<file path="config.mk">
export PLATFORM = sky130hd
export DESIGN_NAME = packed_audio_header_parser_unit
export DESIGN_NICKNAME = d
export VERILOG_FILES = /design/src/hdl/pahp_pkg.sv /design/src/hdl/pahp_in_stage.sv /design/src/hdl/pahp_parse_core.sv /design/src/hdl/pahp_out_stage.sv /design/src/hdl/packed_audio_header_parser_unit.sv
export SDC_FILE = /design/constraint.sdc
export NUM_CORES = 1
export LEC_CHECK = 0
export BUFFER_PORTS_ARGS = -buffer_cell sky130_fd_sc_hd__clkbuf_2
export CORE_UTILIZATION = 40
export DETAILED_ROUTE_END_ITERATION = 10
export GPL_TIMING_DRIVEN = 0
export PLACE_DENSITY = 0.57
export SLEW_MARGIN = 5
export SYNTH_ARGS = -nofsm -noshare
export SYNTH_HDL_FRONTEND = slang
export SYNTH_HIERARCHICAL = 1
export SYNTH_SLANG_ARGS = --single-unit
</file>
<file path="constraint.sdc">
create_clock -name clk -period 15.15 [get_ports clk]
set_input_delay 4.545 -clock clk [delete_from_list [all_inputs] [get_ports clk]]
set_output_delay 4.545 -clock clk [all_outputs]
set_load 0.005 [all_outputs]
</file>
<file path="src/hdl/pahp_pkg.sv">
package pahp_pkg;

	// request table size; the slot is taken modulo this
	localparam int REQUEST_SLOTS = 256;

	// byte positions at which a 32-bit word is complete
	localparam logic [4:0] POS_WORD0 = 5'd3;
	localparam logic [4:0] POS_WORD1 = 5'd7;
	localparam logic [4:0] POS_WORD2 = 5'd11;
	localparam logic [4:0] POS_WORD3 = 5'd15;
	localparam logic [4:0] POS_WORD4 = 5'd19;

	// header lengths in bytes
	localparam logic [4:0] HDR_LEN_8  = 5'd8;
	localparam logic [4:0] HDR_LEN_12 = 5'd12;
	localparam logic [4:0] HDR_LEN_16 = 5'd16;
	localparam logic [4:0] HDR_LEN_20 = 5'd20;

	// play types
	localparam logic [1:0] MODE_RESIDENT = 2'd0;
	localparam logic [1:0] MODE_STREAM   = 2'd1;
	localparam logic [1:0] MODE_HYBRID   = 2'd2;
	localparam logic [1:0] MODE_RSVD     = 2'd3;

	typedef struct packed {
		logic [7:0] header_byte;
		logic       first_byte;
		logic [7:0] request_slot;
	} pahp_in_t;

	typedef struct packed {
		logic [7:0]         slot_out;
		logic [3:0]         codec_id;
		logic [6:0]         channel_count;
		logic [17:0]        sample_rate_hz;
		logic [1:0]         play_mode;
		logic               loop_enabled;
		logic [28:0]        sample_total;
		logic signed [31:0] loop_begin;
		logic signed [31:0] resident_samples;
		logic signed [31:0] loop_stream_offset;
		logic [4:0]         header_length;
	} pahp_out_t;

endpackage

</file>
<file path="src/hdl/pahp_in_stage.sv">
module pahp_in_stage (
	input  logic               clk,
	input  logic               arst_n,
	input  logic               in_valid,
	output logic               in_ready,
	input  pahp_pkg::pahp_in_t in_data,
	input  logic               advance,
	output logic               valid_s1,
	output pahp_pkg::pahp_in_t data_s1
);
	import pahp_pkg::*;

	assign in_ready = !valid_s1 || advance;

	always_ff @(posedge clk or negedge arst_n) begin
		if (!arst_n) begin
			valid_s1 <= 1'b0;
		end else if (in_ready) begin
			valid_s1 <= in_valid;
		end
	end

	always_ff @(posedge clk) begin
		if (in_valid && in_ready) begin
			data_s1 <= in_data;
		end
	end

endmodule

</file>
<file path="src/hdl/pahp_parse_core.sv">
module pahp_parse_core (
	input  logic                clk,
	input  logic                arst_n,
	input  logic                take,
	input  pahp_pkg::pahp_in_t  item,
	output logic                res_valid,
	output pahp_pkg::pahp_out_t res_data
);
	import pahp_pkg::*;

	logic [4:0]  pos_q, pos_n;
	logic [31:0] coll_q, coll_n;
	logic [7:0]  slot_q, slot_n;
	logic [3:0]  codec_q, codec_n;
	logic [6:0]  chan_q, chan_n;
	logic [17:0] rate_q, rate_n;
	logic [1:0]  mode_q, mode_n;
	logic        flag_q, flag_n;
	logic [28:0] count_q, count_n;
	logic [31:0] lbeg_q, lbeg_n;
	logic [31:0] resid_q, resid_n;
	logic        active_q, active_n;
	logic [31:0] w;
	logic [31:0] stream_ofs;
	logic [4:0]  hdr_len;
	logic        done;
	logic        loop2;
	logic [7:0]  slot_mod;

	assign slot_mod = 8'(32'(item.request_slot) % REQUEST_SLOTS);

	always_comb begin
		pos_n      = pos_q;
		coll_n     = coll_q;
		slot_n     = slot_q;
		codec_n    = codec_q;
		chan_n     = chan_q;
		rate_n     = rate_q;
		mode_n     = mode_q;
		flag_n     = flag_q;
		count_n    = count_q;
		lbeg_n     = lbeg_q;
		resid_n    = resid_q;
		active_n   = active_q;
		done       = 1'b0;
		stream_ofs = '0;
		hdr_len    = HDR_LEN_8;
		w          = {coll_q[23:0], item.header_byte};
		loop2      = flag_q && (mode_q == MODE_HYBRID);

		if (take) begin
			if (item.first_byte) begin
				active_n = 1'b1;
				pos_n    = '0;
				coll_n   = '0;
				slot_n   = slot_mod;
				lbeg_n   = '1;
				resid_n  = '0;
			end
			if (active_n) begin
				w      = {coll_n[23:0], item.header_byte};
				coll_n = w;
				pos_n  = pos_n + 5'd1;
				unique case (pos_n - 5'd1)
					POS_WORD0: begin
						codec_n = w[27:24];
						chan_n  = 7'(w[23:18]) + 7'd1;
						rate_n  = w[17:0];
					end
					POS_WORD1: begin
						mode_n  = w[31:30];
						flag_n  = w[29];
						count_n = w[28:0];
						if (!w[29] && w[31:30] != MODE_HYBRID) begin
							done    = 1'b1;
							hdr_len = HDR_LEN_8;
						end
					end
					POS_WORD2: begin
						hdr_len = HDR_LEN_12;
						if (flag_q) begin
							lbeg_n = w;
							done   = (mode_q == MODE_RESIDENT) || (mode_q == MODE_RSVD);
						end else begin
							resid_n = w;
							done    = 1'b1;
						end
					end
					POS_WORD3: begin
						hdr_len = HDR_LEN_16;
						if (loop2) begin
							resid_n = w;
							done    = $signed(lbeg_n) < $signed(w);
						end else begin
							stream_ofs = w;
							done       = 1'b1;
						end
					end
					POS_WORD4: begin
						hdr_len    = HDR_LEN_20;
						stream_ofs = w;
						done       = 1'b1;
					end
					default: begin
						if ((pos_n - 5'd1) > POS_WORD4) begin
							active_n = 1'b0;
						end
					end
				endcase
				if (done) begin
					active_n = 1'b0;
					pos_n    = '0;
				end
			end
		end
	end

	assign res_valid = done;

	always_comb begin
		res_data.slot_out           = slot_n;
		res_data.codec_id           = codec_n;
		res_data.channel_count      = chan_n;
		res_data.sample_rate_hz     = rate_n;
		res_data.play_mode          = mode_n;
		res_data.loop_enabled       = flag_n;
		res_data.sample_total       = count_n;
		res_data.loop_begin         = lbeg_n;
		res_data.resident_samples   = resid_n;
		res_data.loop_stream_offset = stream_ofs;
		res_data.header_length      = hdr_len;
	end

	always_ff @(posedge clk or negedge arst_n) begin
		if (!arst_n) begin
			pos_q    <= '0;
			coll_q   <= '0;
			slot_q   <= '0;
			codec_q  <= '0;
			chan_q   <= 7'd1;
			rate_q   <= '0;
			mode_q   <= '0;
			flag_q   <= 1'b0;
			count_q  <= '0;
			lbeg_q   <= '1;
			resid_q  <= '0;
			active_q <= 1'b0;
		end else begin
			pos_q    <= pos_n;
			coll_q   <= coll_n;
			slot_q   <= slot_n;
			codec_q  <= codec_n;
			chan_q   <= chan_n;
			rate_q   <= rate_n;
			mode_q   <= mode_n;
			flag_q   <= flag_n;
			count_q  <= count_n;
			lbeg_q   <= lbeg_n;
			resid_q  <= resid_n;
			active_q <= active_n;
		end
	end

endmodule

</file>
<file path="src/hdl/pahp_out_stage.sv">
module pahp_out_stage (
	input  logic                clk,
	input  logic                arst_n,
	input  logic                load,
	input  pahp_pkg::pahp_out_t res_data,
	output logic                out_valid,
	input  logic                out_ready,
	output pahp_pkg::pahp_out_t out_data
);
	import pahp_pkg::*;

	logic out_valid_q;

	assign out_valid = out_valid_q;

	always_ff @(posedge clk or negedge arst_n) begin
		if (!arst_n) begin
			out_valid_q <= 1'b0;
		end else if (load) begin
			out_valid_q <= 1'b1;
		end else if (out_ready) begin
			out_valid_q <= 1'b0;
		end
	end

	always_ff @(posedge clk) begin
		if (load) begin
			out_data <= res_data;
		end
	end

endmodule

</file>
<file path="src/hdl/packed_audio_header_parser_unit.sv">
// Packed audio header parser.
// Input channel (in_valid/in_ready/in_data): one header byte per transfer,
// MSB first. first_byte marks the start of a header, restarts any parse in
// progress and samples request_slot. Bytes arriving with no parse active
// are dropped without a result.
// Output channel (out_valid/out_ready/out_data): one transfer per complete
// header, carrying the decoded fields and header_length (8, 12, 16 or 20),
// which is also the payload byte offset.
// Result path: a header's last byte is registered in the input register on
// its transfer, and its decoded result in the result register when the
// byte moves on, which waits while a full result register is not drained.
// Throughput: one byte per cycle, sustained, as long as out_ready is high;
// each byte only shifts into a 32-bit collector and hits a position decode.
// Stall: when the result register is full and out_ready is low, the byte in
// the input register holds and in_ready drops once that register is also
// occupied; nothing is lost or repeated.
// Reset (arst_n low): no parse active, both registers empty, held fields at
// their defaults (channels 1, loop start -1, everything else zero).
module packed_audio_header_parser_unit (
	input  logic                clk,
	input  logic                arst_n,
	input  logic                in_valid,
	output logic                in_ready,
	input  pahp_pkg::pahp_in_t  in_data,
	output logic                out_valid,
	input  logic                out_ready,
	output pahp_pkg::pahp_out_t out_data
);
	import pahp_pkg::*;

	logic      valid_s1;
	pahp_in_t  data_s1;
	logic      advance;
	logic      res_valid;
	pahp_out_t res_data;

	// the byte in stage 1 moves on only when the result register can take a
	// result this cycle (empty, or being drained)
	assign advance = valid_s1 && (!out_valid || out_ready);

	pahp_in_stage u_in (
		.clk      (clk),
		.arst_n   (arst_n),
		.in_valid (in_valid),
		.in_ready (in_ready),
		.in_data  (in_data),
		.advance  (advance),
		.valid_s1 (valid_s1),
		.data_s1  (data_s1)
	);

	// header state and field decode
	pahp_parse_core u_core (
		.clk       (clk),
		.arst_n    (arst_n),
		.take      (advance),
		.item      (data_s1),
		.res_valid (res_valid),
		.res_data  (res_data)
	);

	pahp_out_stage u_out (
		.clk       (clk),
		.arst_n    (arst_n),
		.load      (res_valid),
		.res_data  (res_data),
		.out_valid (out_valid),
		.out_ready (out_ready),
		.out_data  (out_data)
	);

endmodule

</file>
==> qor.tcl, run 1 <==
set qor(synth_xor_xnor_area_share) 0.007737
set qor(synth_area_um2) 13420
set qor(floorplan.die_area_um2) 34290
set qor(die_h_um) 185.2
set qor(met2RoutedLength_um) 15550
set qor(timing.final.crit_period_ps) 9787
set qor(hold_class) {reg2reg}
set qor(reported_max_cap_violation_count) 0
set qor(vias_per_cell) 5.019
set qor(post-cts-setup-buffers) 0
set qor(criticalPathCategory) {in2out}
set qor(power.share.clock) 0.409
set qor(internal_power_mw) 1.722
set qor(p_sw_mw) 0.5733
set qor(synth_top_cell_area_share) 0.4184
set qor(htree_levels) 2
set qor(synth-adder-area-share) 0.03263
set qor(design.core.area_um2) 32780
set qor(io_buffer_count) 192
set qor(netlist-cell-type-count) 61
set qor(report.final.setup_viol) 0
set qor(cts.reportedPaths.clkPinSlew_ps) 60
set qor(post-route-drc-count) 0
set qor(tritoncts) {yes}
set qor(postRouteWirelength_um) 32840
set qor(floorplan.io_pins) 193
set qor(timing.final.max_slew_violations) 0
set qor(yosys-top-cells-area) {sky130_fd_sc_hd__edfxtp_1, sky130_fd_sc_hd__dfrtp_1, sky130_fd_sc_hd__dfstp_2}
set qor(fin_worst_hold_slack_ps) 480.8
set qor(cellLeakagePower_nw) 6.724
set qor(ant_nets) 0
set qor(floorplan.initialDensity) 0.4094
set qor(power.switching_fraction) 0.2497
set qor(met1Wirelength_um) 14760
set qor(via_count) 8442
set qor(worstPathRequired_ps) 10610
set qor(cts_inserted_buffers) 38
set qor(post_cts_sizing_count) 0
set qor(dr_wl_met3_um) 2050
set qor(share_of_cells_above_drive_strength_1) 0.3040
set qor(fmaxAchievable_mhz) 102.2
set qor(first_global_vias) 8330
set qor(dpl.hpwl_um) 22460
set qor(status) {completed}
set qor(syn-instance-count) 969
set qor(worst-path-max-fanout) 3
set qor(total_number_of_placement_rows) 66
set qor(post_synth_mux_area_share) 0.01035
set qor(globalRouteTotalUtil) 0.1944
set qor(slew_at_the_pin_closest_to_its_max_slew_limit_ps) 764.0
set qor(p_seq_frac) 0.482
set qor(synth_edf_count) 187
set qor(antenna_found_initial) 0
set qor(async_reset_ff_frac) 0.4688
set qor(max-vdd-ir-drop_mv) 0.07897
set qor(drt_pass1_iterations) 7
set qor(post_cts_hold_buffer_count) 0
set qor(grt.overflow.total) 0
set qor(place_congestion) 0.8644
set qor(layout.nets) 1266
set qor(ys_dominant_reg_cell) {sky130_fd_sc_hd__edfxtp_1}
set qor(largest_family_of_logic_cells_by_synthesized_area) {simple AND/OR/NAND/NOR gates}
set qor(dpl-instance-area_um2) 15140
set qor(root_buffer) {sky130_fd_sc_hd__clkbuf_16}
set qor(arrival_ps) 5240
set qor(worst_slew_margin_rel) 0.4895
set qor(grt_max_degree) 95
set qor(synth_seq_area_share) 0.7291
set qor(synth-compound-area-share) 0.09089
set qor(synthSimpleGateAreaFrac) 0.1047
set qor(numClockSinks) 352
set qor(num_antenna_cells) 0
set qor(ctsLongestPathBuffers) 3
set qor(share_comb_of_total_power) 0.109
set qor(drtIter0Drc) 628
set qor(worst_skew_pair.late_latency_ps) 530
set qor(grt_pass1_wl_um) 49680
set qor(report.final.hold_viol_count) 0
set qor(die_w_um) 185.2
set qor(part_of_the_cycle_the_worst_path_needs) 0.6460
set qor(top_layer) {met4}
set qor(post_synth.cell_area_avg_um2) 13.85
set qor(worst_setup_path_start_kind) {input pin}
set qor(synth_warnings) 6
set qor(timing.clock.skew_ps) 17.12
set qor(avgRoutedWirePerCell_um) 19.53
set qor(cp-end-kind) {output port}
set qor(final_area_um2) 16420
set qor(synth_largest_area_cell) {sky130_fd_sc_hd__edfxtp_1}
set qor(fillCellCount) 2916
set qor(rsz_0062_raised_after_global_routing) {false}
set qor(power_per_cell_area_nw_per_um2) 139.8
set qor(ys_ff_latch) 352
set qor(flow.area_growth_from_synthesis_pct) 22.34
==> kinds of logic after synthesis <==
logic type	after synthesis
compound gates	190
mux	12
simple gates	303
fa+ha+maj	35
flops	352
other cells	1
xor+xnor	8
buf+inv	68
==> Yosys cell counts (2+ instances only) <==
cell and count:
sky130_fd_sc_hd__a211oi_1 2, sky130_fd_sc_hd__a21o_1 5, sky130_fd_sc_hd__a21oi_1 51, sky130_fd_sc_hd__a22o_1 16, sky130_fd_sc_hd__a32o_1 2, sky130_fd_sc_hd__and3_1 6
sky130_fd_sc_hd__buf_1 6, sky130_fd_sc_hd__buf_2 18, sky130_fd_sc_hd__buf_4 5, sky130_fd_sc_hd__buf_6 4, sky130_fd_sc_hd__clkbuf_1 18, sky130_fd_sc_hd__dfrtp_1 132
sky130_fd_sc_hd__dfstp_2 33, sky130_fd_sc_hd__edfxtp_1 187, sky130_fd_sc_hd__ha_1 35, sky130_fd_sc_hd__inv_1 17, sky130_fd_sc_hd__mux2_2 11, sky130_fd_sc_hd__nand2_1 130
sky130_fd_sc_hd__nand2b_1 3, sky130_fd_sc_hd__nand3_1 24, sky130_fd_sc_hd__nand4_1 7, sky130_fd_sc_hd__nor2_1 65, sky130_fd_sc_hd__nor2_4 2, sky130_fd_sc_hd__nor2b_1 4
sky130_fd_sc_hd__nor3_1 17, sky130_fd_sc_hd__nor3b_1 2, sky130_fd_sc_hd__nor4_1 2, sky130_fd_sc_hd__o21a_1 2, sky130_fd_sc_hd__o21ai_0 52, sky130_fd_sc_hd__o21ai_1 13
sky130_fd_sc_hd__o22ai_1 3, sky130_fd_sc_hd__o2bb2ai_1 18, sky130_fd_sc_hd__o31ai_1 14, sky130_fd_sc_hd__or2_2 32, sky130_fd_sc_hd__xnor2_1 2, sky130_fd_sc_hd__xnor2_2 2
sky130_fd_sc_hd__xor2_1 3
==> metal layers <==
layer | global-route usage | vias to the layer above
li1 | - | 3955
met1 | 0.2708 | 4196
met2 | 0.3114 | 247
met3 | 0.04188 | 44
met4 | 0.04430 | 0
met5 | 0 | -
==> state kept, by name (all words and copies together), names as in the netlist, 5 cells and up <==
register        flops
u_core/count_q     29
u_core/chan_q       7
u_out/out_data    170
u_core/lbeg_q      32
u_core/coll_q      24
u_core/resid_q     32
u_in/data_s1       17
u_core/slot_q       8
u_core/pos_q        5
u_core/rate_q      18
==> critical path, cell delays in order <==
cell and delay (ps):
sky130_fd_sc_hd__clkbuf_2 90, sky130_fd_sc_hd__inv_1 40, sky130_fd_sc_hd__a21boi_1 260, sky130_fd_sc_hd__nand2b_4 200, sky130_fd_sc_hd__clkbuf_2 110
==> power groups by stage <==
stage	clock network, mW	registers, mW	logic, mW
6_report	0.939	1.11	0.249
5_1_grt	0.999	1.11	0.278
4_1_cts	0.960	1.11	0.251
3_5_place_dp	0	1.13	0.249
3_3_place_gp	0	1.14	0.238
2_1_floorplan	0	1.12	0.153
==> cell usage in the layout (no fill, tap or decap), drive strengths merged, types with 5 or more instances in the layout <==
| cell type | instances |
|---|---|
| nand2 | 131 |
| ha | 35 |
| a22o | 16 |
| clkinv | 9 |
| nand4 | 7 |
| o31ai | 15 |
| buf | 41 |
| o2bb2ai | 18 |
| nor2 | 67 |
| dfstp | 33 |
| mux2 | 12 |
| and3 | 6 |
| nand3 | 24 |
| o21ai | 66 |
| a21o | 5 |
| or2 | 32 |
| a21oi | 52 |
| inv | 17 |
| edfxtp | 187 |
| clkbuf | 266 |
| dfrtp | 132 |
| nor3 | 17 |
==> stage by stage <==
stage / total power, mW / setup TNS [ps] / std cells / setup WS, ps / util
after detailed placement: 1.375 / 0 / 1612 / 5324 / 0.4617
after floorplan: 1.277 / 0 / 970 / 597.7 / -
after global placement: 1.376 / -750840 / 1604 / -4401 / 0.4557
after CTS: 2.319 / 0 / 1682 / 5323 / 0.5008
final: 2.296 / 0 / 1682 / 5363 / 0.5008
after global routing: 2.389 / 0 / 1682 / 5300 / 0.5008
==> path summary, 6_finish.rpt <==
check                                 endpoint  cells after the start         startpoint  slack (ps)
min                          u_core/rate_q[14]                      2  u_core/rate_q[14]         480
max reg2reg                u_out/out_data[134]                     14    u_in/data_s1[8]        9920
min in group asynchronous    u_core/resid_q[5]                      1             arst_n        4060
min reg2reg                  u_core/rate_q[14]                      2  u_core/rate_q[14]         480
max                                   in_ready                      5          out_ready        5360
max in group asynchronous    u_core/lbeg_q[19]                      2             arst_n       10170
==> final cells by class <==
type | count | area [um^2] | share of cell area
Sequential cell | 352 | 9786 | 0.5960
Multi-Input combinational cell | 550 | 3324 | 0.2025
Timing Repair Buffer | 200 | 1147 | 0.06988
Clock buffer | 56 | 1132 | 0.06896
Tap cell | 442 | 553.0 | 0.03368
Buffer | 51 | 262.8 | 0.01600
Clock inverter | 14 | 150.1 | 0.009144
Inverter | 17 | 63.81 | 0.003886
Power figures use the tool's default switching activity.
==> run 2, diff against run 1 <==
--- a/config.mk
+++ b/config.mk
@@ -5,6 +5,7 @@
 export SDC_FILE = /design/constraint.sdc
 export NUM_CORES = 1
 export LEC_CHECK = 0
+export ABC_AREA = 1
 export BUFFER_PORTS_ARGS = -buffer_cell sky130_fd_sc_hd__clkbuf_2
 export CORE_UTILIZATION = 40
 export DETAILED_ROUTE_END_ITERATION = 10
==> constraint.sdc (replaced) <==
create_clock -name clk -period 9.7 [get_ports clk]
set_input_delay 2.91 -clock clk [delete_from_list [all_inputs] [get_ports clk]]
set_output_delay 2.91 -clock clk [all_outputs]
set_load 0.005 [all_outputs]
==> run 2 against run 1 <==
Net effect:
- largest cell class unchanged
- critical path depth rose by 1
- first-iteration DRC count increased by 28%
- sequential cell count is the same
- clock power increased by 53%
==> qor.tcl, run 2 <==
set qor(synth_seq_area_share) 0.6556 ;# was 0.7291
set qor(ant_nets) 0 ;# unchanged
set qor(worst_slew_margin_rel) 0.2661 ;# was 0.4895
set qor(floorplan.initialDensity) 0.4068 ;# was 0.4094
set qor(synth_largest_area_cell) {sky130_fd_sc_hd__edfxtp_1} ;# unchanged
set qor(root_buffer) {sky130_fd_sc_hd__clkbuf_16} ;# unchanged
set qor(netlist-cell-type-count) 47 ;# was 61
set qor(async_reset_ff_frac) 0.4688 ;# unchanged
set qor(yosys-top-cells-area) {sky130_fd_sc_hd__edfxtp_1, sky130_fd_sc_hd__dfrtp_1, sky130_fd_sc_hd__nand2_1} ;# was sky130_fd_sc_hd__edfxtp_1, sky130_fd_sc_hd__dfrtp_1, sky130_fd_sc_hd__dfstp_2
set qor(drt_pass1_iterations) 5 ;# was 7
set qor(cellLeakagePower_nw) 7.662 ;# was 6.724 nW
set qor(share_of_cells_above_drive_strength_1) 0.2085 ;# was 0.3040
set qor(rsz_0062_raised_after_global_routing) {false} ;# unchanged
set qor(io_buffer_count) 192 ;# unchanged
set qor(timing.final.ws_setup_ps) 3164 ;# was 5363 ps
set qor(floorplan.die_area_um2) 38090 ;# was 34290 um^2
set qor(grt.overflow.total) 0 ;# unchanged
set qor(dp_worst_setup_slack_ps) 3175 ;# was 5324 ps
set qor(utilization) 0.4898 ;# was 0.5008
set qor(ys_dominant_reg_cell) {sky130_fd_sc_hd__edfxtp_1} ;# unchanged
set qor(via_count) 11070 ;# was 8442
set qor(report.final.setup_viol) 0 ;# unchanged
set qor(tritoncts) {yes} ;# unchanged
set qor(part_of_the_cycle_the_worst_path_needs) 0.6738
set qor(ys_top_cells_by_count) {sky130_fd_sc_hd__nand2_1, sky130_fd_sc_hd__edfxtp_1, sky130_fd_sc_hd__o21ai_0} ;# was sky130_fd_sc_hd__edfxtp_1, sky130_fd_sc_hd__dfrtp_1, sky130_fd_sc_hd__nand2_1
set qor(layout_commonest_cell) {sky130_fd_sc_hd__nand2_1} ;# was sky130_fd_sc_hd__clkbuf_2
set qor(hold_class) {reg2reg} ;# unchanged
set qor(layout.nets) 1723 ;# was 1266
set qor(worstPathRequired_ps) 6790 ;# was 10610 ps
set qor(fin_cells) 2167 ;# was 1682
set qor(criticalPathCategory) {in2out} ;# unchanged
set qor(total_power_mw) 3.587 ;# was 2.296 mW
set qor(synth_area_um2) 14930 ;# was 13420 um^2
set qor(flow.area_growth_from_synthesis_pct) 20.43 ;# was 22.34%
set qor(postRouteWirelength_um) 40530 ;# was 32840 um
set qor(vias_per_cell) 5.109 ;# was 5.019
set qor(arrival_ps) 3630 ;# was 5240 ps
set qor(dpl.hpwl_um) 28810 ;# was 22460 um
set qor(grt_max_degree) 85 ;# was 95
set qor(die_h_um) 195.2 ;# was 185.2 um
set qor(reported_max_cap_violation_count) 0 ;# unchanged
set qor(largest_reg_flops) 170 ;# unchanged
set qor(timing.final.crit_period_ps) 6536
set qor(cp-end-kind) {output port} ;# unchanged
set qor(fillCellCount) 3324 ;# was 2916
set qor(fmaxAchievable_mhz) 153.0
set qor(worst_skew_pair.late_latency_ps) 560 ;# was 530 ps
set qor(cts.reportedPaths.clkPinSlew_ps) 60 ;# about the same
set qor(drtIter0Drc) 801 ;# was 628
set qor(timing.rr.start) {u_in/data_s1[8]} ;# unchanged
set qor(first_global_vias) 10640 ;# was 8330
set qor(biggestRegsByFlops) {u_out/out_data: 170 flops, u_core/lbeg_q: 32 flops, u_core/resid_q: 32 flops} ;# unchanged
set qor(grt_pass1_wl_um) 62670 ;# was 49680 um
set qor(worst_setup_path_start_kind) {input pin} ;# unchanged
set qor(place.detailed.instances) 2093 ;# was 1612
set qor(globalRouteTotalUtil) 0.2167 ;# was 0.1944
set qor(top_register) {u_out/out_data} ;# unchanged
set qor(post_cts_hold_buffer_count) 0 ;# unchanged
set qor(floorplan.io_pins) 193 ;# unchanged
set qor(max-vdd-ir-drop_mv) 0.1428 ;# was 0.07897 mV
set qor(timing.clock.skew_ps) 27.72 ;# was 17.12 ps
set qor(total_number_of_placement_rows) 70 ;# was 66
set qor(post_cts_sizing_count) 0 ;# unchanged
set qor(area.sequential_um2) 9786 ;# unchanged
set qor(worst_hold_startpoint) {u_core/lbeg_q[25]} ;# was u_core/rate_q[14]
set qor(multi_input_logic_area_um2) 4304 ;# was 3324 um^2
set qor(power_per_cell_area_nw_per_um2) 199.6 ;# was 139.8 nW/um^2
set qor(cts_inserted_buffers) 40 ;# was 38
set qor(synth_edf_count) 187 ;# unchanged
set qor(numClockSinks) 352 ;# unchanged
set qor(report.final.hold_viol_count) 0 ;# unchanged
set qor(design.core.area_um2) 36700 ;# was 32780 um^2
set qor(ctsLongestPathBuffers) 3 ;# unchanged
set qor(antenna_found_initial) 0 ;# unchanged
set qor(synth_top_cell_area_share) 0.3762 ;# was 0.4184
set qor(syn-instance-count) 1423 ;# was 969
set qor(place_congestion) 0.8693 ;# was 0.8644
set qor(synth_warnings) 6 ;# unchanged
set qor(synthMostInstantiatedCell) {sky130_fd_sc_hd__nand2_1} ;# was sky130_fd_sc_hd__edfxtp_1
set qor(htree_levels) 2 ;# unchanged
set qor(worstSetupStartpoint) {out_ready} ;# unchanged
set qor(ys_ff_latch) 352 ;# unchanged
set qor(slew_at_the_pin_closest_to_its_max_slew_limit_ps) 1097 ;# was 764.0 ps
set qor(timing.final.max_slew_violations) 0 ;# unchanged
set qor(post-cts-setup-buffers) 0 ;# unchanged
set qor(status) {completed} ;# unchanged
set qor(mostFrequentLayoutCells) {sky130_fd_sc_hd__nand2_1, sky130_fd_sc_hd__clkbuf_2, sky130_fd_sc_hd__edfxtp_1} ;# was sky130_fd_sc_hd__clkbuf_2, sky130_fd_sc_hd__edfxtp_1, sky130_fd_sc_hd__dfrtp_1
set qor(worst-path-max-fanout) 5 ;# was 3
set qor(die_w_um) 195.2 ;# was 185.2 um
set qor(post_synth.cell_area_avg_um2) 10.49 ;# was 13.85 um^2
set qor(post-route-drc-count) 0 ;# unchanged
set qor(avgRoutedWirePerCell_um) 18.70 ;# was 19.53 um
-- run 2: changes by cell type after synthesis, moves of 11 or more --
cell / previous run / this run
sky130_fd_sc_hd__nand2_1: 130 / 374
sky130_fd_sc_hd__inv_1: 17 / 128
sky130_fd_sc_hd__o21ai_0: 52 / 148
sky130_fd_sc_hd__o211ai_1: 1 / 42
sky130_fd_sc_hd__nor2_1: 65 / 104
sky130_fd_sc_hd__or2_2: 32 / 1
sky130_fd_sc_hd__o21ai_1: 13 / 31
sky130_fd_sc_hd__o2bb2ai_1: 18 / 0
sky130_fd_sc_hd__a22o_1: 16 / 0
sky130_fd_sc_hd__clkbuf_1: 18 / 34
sky130_fd_sc_hd__o31ai_1: 14 / 1
sky130_fd_sc_hd__nand3_1: 24 / 13
-- run 2: worst max-delay path, cell delays in order --
cell                       delay (ps)
sky130_fd_sc_hd__clkbuf_2          90
sky130_fd_sc_hd__inv_1             40
sky130_fd_sc_hd__a21oi_2          270
sky130_fd_sc_hd__inv_1            110
sky130_fd_sc_hd__nand2_1           90
sky130_fd_sc_hd__clkbuf_2         110
-- run 2: final timing paths --
check,slack (ps),to,cells past startpoint
hold reg to reg,490,u_core/lbeg_q[25],2
hold / removal,490,u_core/lbeg_q[25],2
min in group asynchronous,2430,u_core/count_q[10],1
setup / recovery,3160,in_ready,6
max in group asynchronous,6380,u_core/resid_q[21],2
setup reg to reg,4750,u_out/out_data[124],19
-- run 2: routing by layer --
layer | global-route usage | share of wire
met5 | 0 | 0
met3 | 0.03713 | 0.064
met1 | 0.3154 | 0.47
met4 | 0.09595 | 0.035
met2 | 0.3177 | 0.43
-- run 2: cell families after synthesis --
family / synth area share
xor+xnor: 0.002264
simple gates: 0.1408
compound gates: 0.1070
flops: 0.6556
buf+inv: 0.05733
mux: 0.007460
fa+ha+maj: 0.02934
other cells: 0.0002512
-- run 2: metrics by stage --
stage	TNS, ps	cell area [um^2]	hold slack [ps]
after CTS	0	17970	488.1
after floorplan	0	14930	443.9
final	0	17980	487.2
after detailed placement	0	16710	478.6
after global placement	-330390	16480	467.1
after global routing	0	17970	506.6
-- run 2: cell type report --
class                           instances  area share
Timing Repair Buffer                  201     0.06578
Clock buffer                           49     0.05923
Antenna cell                            1   0.0001392
Inverter                              136     0.02854
Sequential cell                       352      0.5444
Clock inverter                         24     0.01086
Buffer                                 70     0.01907
Tap cell                              468     0.03257
Multi-Input combinational cell        866      0.2394
-- run 2: report_power, final --
part	leakage (nW)	switching [mW]	total [mW]	internal, mW
registers	3.77	0.0409	1.76	1.72
logic	3.27	0.271	0.385	0.114
clock network	0.626	0.605	1.44	0.839
==> run 3, diff against run 2 <==
==> constraint.sdc (replaced) <==
create_clock -name clk -period 6.5 [get_ports clk]
set_input_delay 1.95 -clock clk [delete_from_list [all_inputs] [get_ports clk]]
set_output_delay 1.95 -clock clk [all_outputs]
set_load 0.005 [all_outputs]
==> run 3 against run 2 <==
Net effect:
- clock power rose by 59%
- routed wire length rose by 0.37%
- sequential cell count did not move
- worst setup slack got worse by 1400 ps
- register-to-register slack got worse by 3000 ps
- via count rose by 0.25%
- total power rose by 53%
- sequential power rose by 49%
- core utilization rose by 0.24 points
- die area did not move
==> qor.tcl, run 3 (synthesis results as in run 2) <==
set qor(drtIter0Drc) 862 ;# was 801
set qor(fmaxAchievable_mhz) 210.3
set qor(grt_pass1_wl_um) 62640 ;# was 62670 um
set qor(cpMostUsedCell) {sky130_fd_sc_hd__nand2_1}
set qor(cts_inserted_buffers) 39 ;# was 40
set qor(dr_wl_met3_um) 2756 ;# was 2610 um
set qor(tritoncts) {yes} ;# unchanged
set qor(worst_skew_pair.late_latency_ps) 540 ;# was 560 ps
set qor(layout_commonest_cell) {sky130_fd_sc_hd__nand2_1} ;# unchanged
set qor(top_layer) {met4} ;# unchanged
set qor(report.final.hold_viol_count) 0 ;# unchanged
set qor(die_w_um) 195.2 ;# unchanged
set qor(via_count) 11100 ;# was 11070
set qor(globalRouteTotalUtil) 0.2158 ;# was 0.2167
set qor(io_buffer_count) 192 ;# unchanged
set qor(cts.reportedPaths.clkPinSlew_ps) 60 ;# about the same
set qor(floorplan.die_area_um2) 38090 ;# unchanged
set qor(worstPathRequired_ps) 6740 ;# was 6790 ps
set qor(dpl.hpwl_um) 28990 ;# was 28810 um
set qor(antenna_found_initial) 0 ;# unchanged
set qor(grt_max_degree) 87 ;# was 85
set qor(biggestRegsByFlops) {u_out/out_data: 170 flops, u_core/lbeg_q: 32 flops, u_core/resid_q: 32 flops} ;# unchanged
set qor(floorplan.initialDensity) 0.4068 ;# unchanged
set qor(postRouteWirelength_um) 40680 ;# was 40530 um
set qor(total_power_mw) 5.490 ;# was 3.587 mW
set qor(ctsLongestPathBuffers) 3 ;# unchanged
set qor(num_antenna_cells) 0 ;# was 1
set qor(place_congestion) 0.8925 ;# was 0.8693
set qor(post_cts_sizing_count) 0 ;# unchanged
set qor(mostFrequentLayoutCells) {sky130_fd_sc_hd__nand2_1, sky130_fd_sc_hd__clkbuf_2, sky130_fd_sc_hd__edfxtp_1} ;# unchanged
set qor(share_of_cells_above_drive_strength_1) 0.2098 ;# was 0.2085
set qor(post_cts_hold_buffer_count) 0 ;# unchanged
set qor(status) {completed} ;# unchanged
set qor(worst-path-max-fanout) 23 ;# was 5
set qor(arrival_ps) 5000 ;# was 3630 ps
set qor(slew_at_the_pin_closest_to_its_max_slew_limit_ps) 1021 ;# was 1097 ps
set qor(htree_levels) 2 ;# unchanged
set qor(met1Wirelength_um) 18630 ;# was 19080 um
set qor(max-vdd-ir-drop_mv) 0.2216 ;# was 0.1428 mV
set qor(numClockSinks) 352 ;# unchanged
set qor(hold-path-cell-count) 2 ;# unchanged
set qor(die_h_um) 195.2 ;# unchanged
set qor(utilization) 0.4923 ;# was 0.4898
set qor(post-cts-setup-buffers) 0 ;# unchanged
set qor(fin_cells) 2165 ;# was 2167
set qor(timing.clock.skew_ps) 21.45 ;# was 27.72 ps
set qor(part_of_the_cycle_the_worst_path_needs) 0.7316
set qor(vias_per_cell) 5.127 ;# was 5.109
set qor(fin_worst_hold_slack_ps) 485.9 ;# was 487.2 ps
set qor(total_number_of_placement_rows) 70 ;# unchanged
set qor(timing.final.crit_period_ps) 4755
set qor(grt.overflow.total) 0 ;# unchanged
set qor(first_global_vias) 10580 ;# was 10640
set qor(timing.final.ws_setup_ps) 1745 ;# was 3164 ps
set qor(dp_worst_setup_slack_ps) 1695 ;# was 3175 ps
set qor(critPathSlowestCell) {sky130_fd_sc_hd__a21oi_4} ;# was sky130_fd_sc_hd__a21oi_2
set qor(rsz_0062_raised_after_global_routing) {false} ;# unchanged
set qor(post-route-drc-count) 0 ;# unchanged
set qor(power_per_cell_area_nw_per_um2) 303.9 ;# was 199.6 nW/um^2
set qor(met2RoutedLength_um) 18300 ;# was 17420 um
set qor(ant_nets) 0 ;# unchanged
set qor(floorplan.io_pins) 193 ;# unchanged
set qor(avgRoutedWirePerCell_um) 18.79 ;# was 18.70 um
set qor(design.core.area_um2) 36700 ;# unchanged
set qor(cellLeakagePower_nw) 7.695 ;# was 7.662 nW
set qor(worst_setup_path_start_kind) {flip-flop} ;# was input pin
set qor(timing.reg2reg.worst_path_depth) 18 ;# was 19
set qor(drt_pass1_iterations) 5 ;# unchanged
set qor(layout.nets) 1722 ;# was 1723
set qor(criticalPathCategory) {reg2reg} ;# was in2out
set qor(top_register) {u_out/out_data} ;# unchanged
set qor(crit_path_max_incr_delay_ps) 710 ;# was 270 ps
set qor(place.detailed.instances) 2093 ;# unchanged
set qor(cp-end-kind) {flip-flop} ;# was output port
set qor(root_buffer) {sky130_fd_sc_hd__clkbuf_16} ;# unchanged
set qor(flow.area_growth_from_synthesis_pct) 21.02 ;# was 20.43%
set qor(worst_slew_margin_rel) 0.3170 ;# was 0.2661
set qor(timing.final.max_slew_violations) 0 ;# unchanged
set qor(report.final.setup_viol) 0 ;# unchanged
set qor(hold_class) {reg2reg} ;# unchanged
set qor(largest_reg_flops) 170 ;# unchanged
set qor(reported_max_cap_violation_count) 0 ;# unchanged
set qor(timing.critical_path.cells) {buf_6, buf_2, buf_1, buf_1, nor2_1, ha_1, or2_1, nand2_1, nand3_1, nand2_1, nand2_4, inv_2, nand2_1, nor2_1, nor2_2, a21oi_4, buf_12, buf_16} ;# was clkbuf_2, inv_1, a21oi_2, inv_1, nand2_1, clkbuf_2
==> run 3: where the power goes <==
part | switching, mW | internal (mW) | total [mW] | leakage, nW
logic | 0.407 | 0.170 | 0.577 | 3.27
registers | 0.0605 | 2.56 | 2.62 | 3.77
clock network | 0.890 | 1.40 | 2.29 | 0.661
==> run 3: path summary, 6_finish.rpt <==
kind	startpoint	end	slack (ps)
worst min-delay path	u_core/chan_q[5]	u_core/chan_q[5]	490
min in group asynchronous	arst_n	u_core/rate_q[2]	1440
worst max register to register	u_in/data_s1[8]	u_out/out_data[66]	1740
worst max-delay path	u_in/data_s1[8]	u_out/out_data[66]	1740
worst min register to register	u_core/chan_q[5]	u_core/chan_q[5]	490
max in group asynchronous	arst_n	u_core/lbeg_q[3]	4150
==> run 3: critical path: cells and delay by family, from the launching register on <==
family	cells	cell delay (ps)
fa+ha+maj	1	230
flops	1	330
compound gates	1	710
buf+inv	7	1960
simple gates	9	1170
==> run 3: metal layers <==
layer	global-route usage	vias up
met3	0.04024	55
met2	0.3312	420
met1	0.3089	5370
met5	0	-
li1	-	5254
met4	0.07057	0
==> run 3: layout make-up <==
cell class / instances / area (um^2)
inverters: 136 / 513.0
clock buffers: 56 / 1152
multi-input cells: 866 / 4304
flip-flops and latches: 352 / 9786
repair buffers: 201 / 1179
well taps: 468 / 585.6
fillers: 3338 / 18630
clock inverters: 16 / 202.7
plain buffers: 70 / 342.8
==> run 3: per-stage QoR <==
| stage | cell area, um^2 | setup TNS (ps) |
|---|---|---|
| finish | 18060 | 0 |
| global route | 18060 | 0 |
| CTS | 18060 | 0 |
| detailed placement | 16710 | 0 |
| global placement | 16490 | -245310 |
| floorplan | 14940 | 0 |
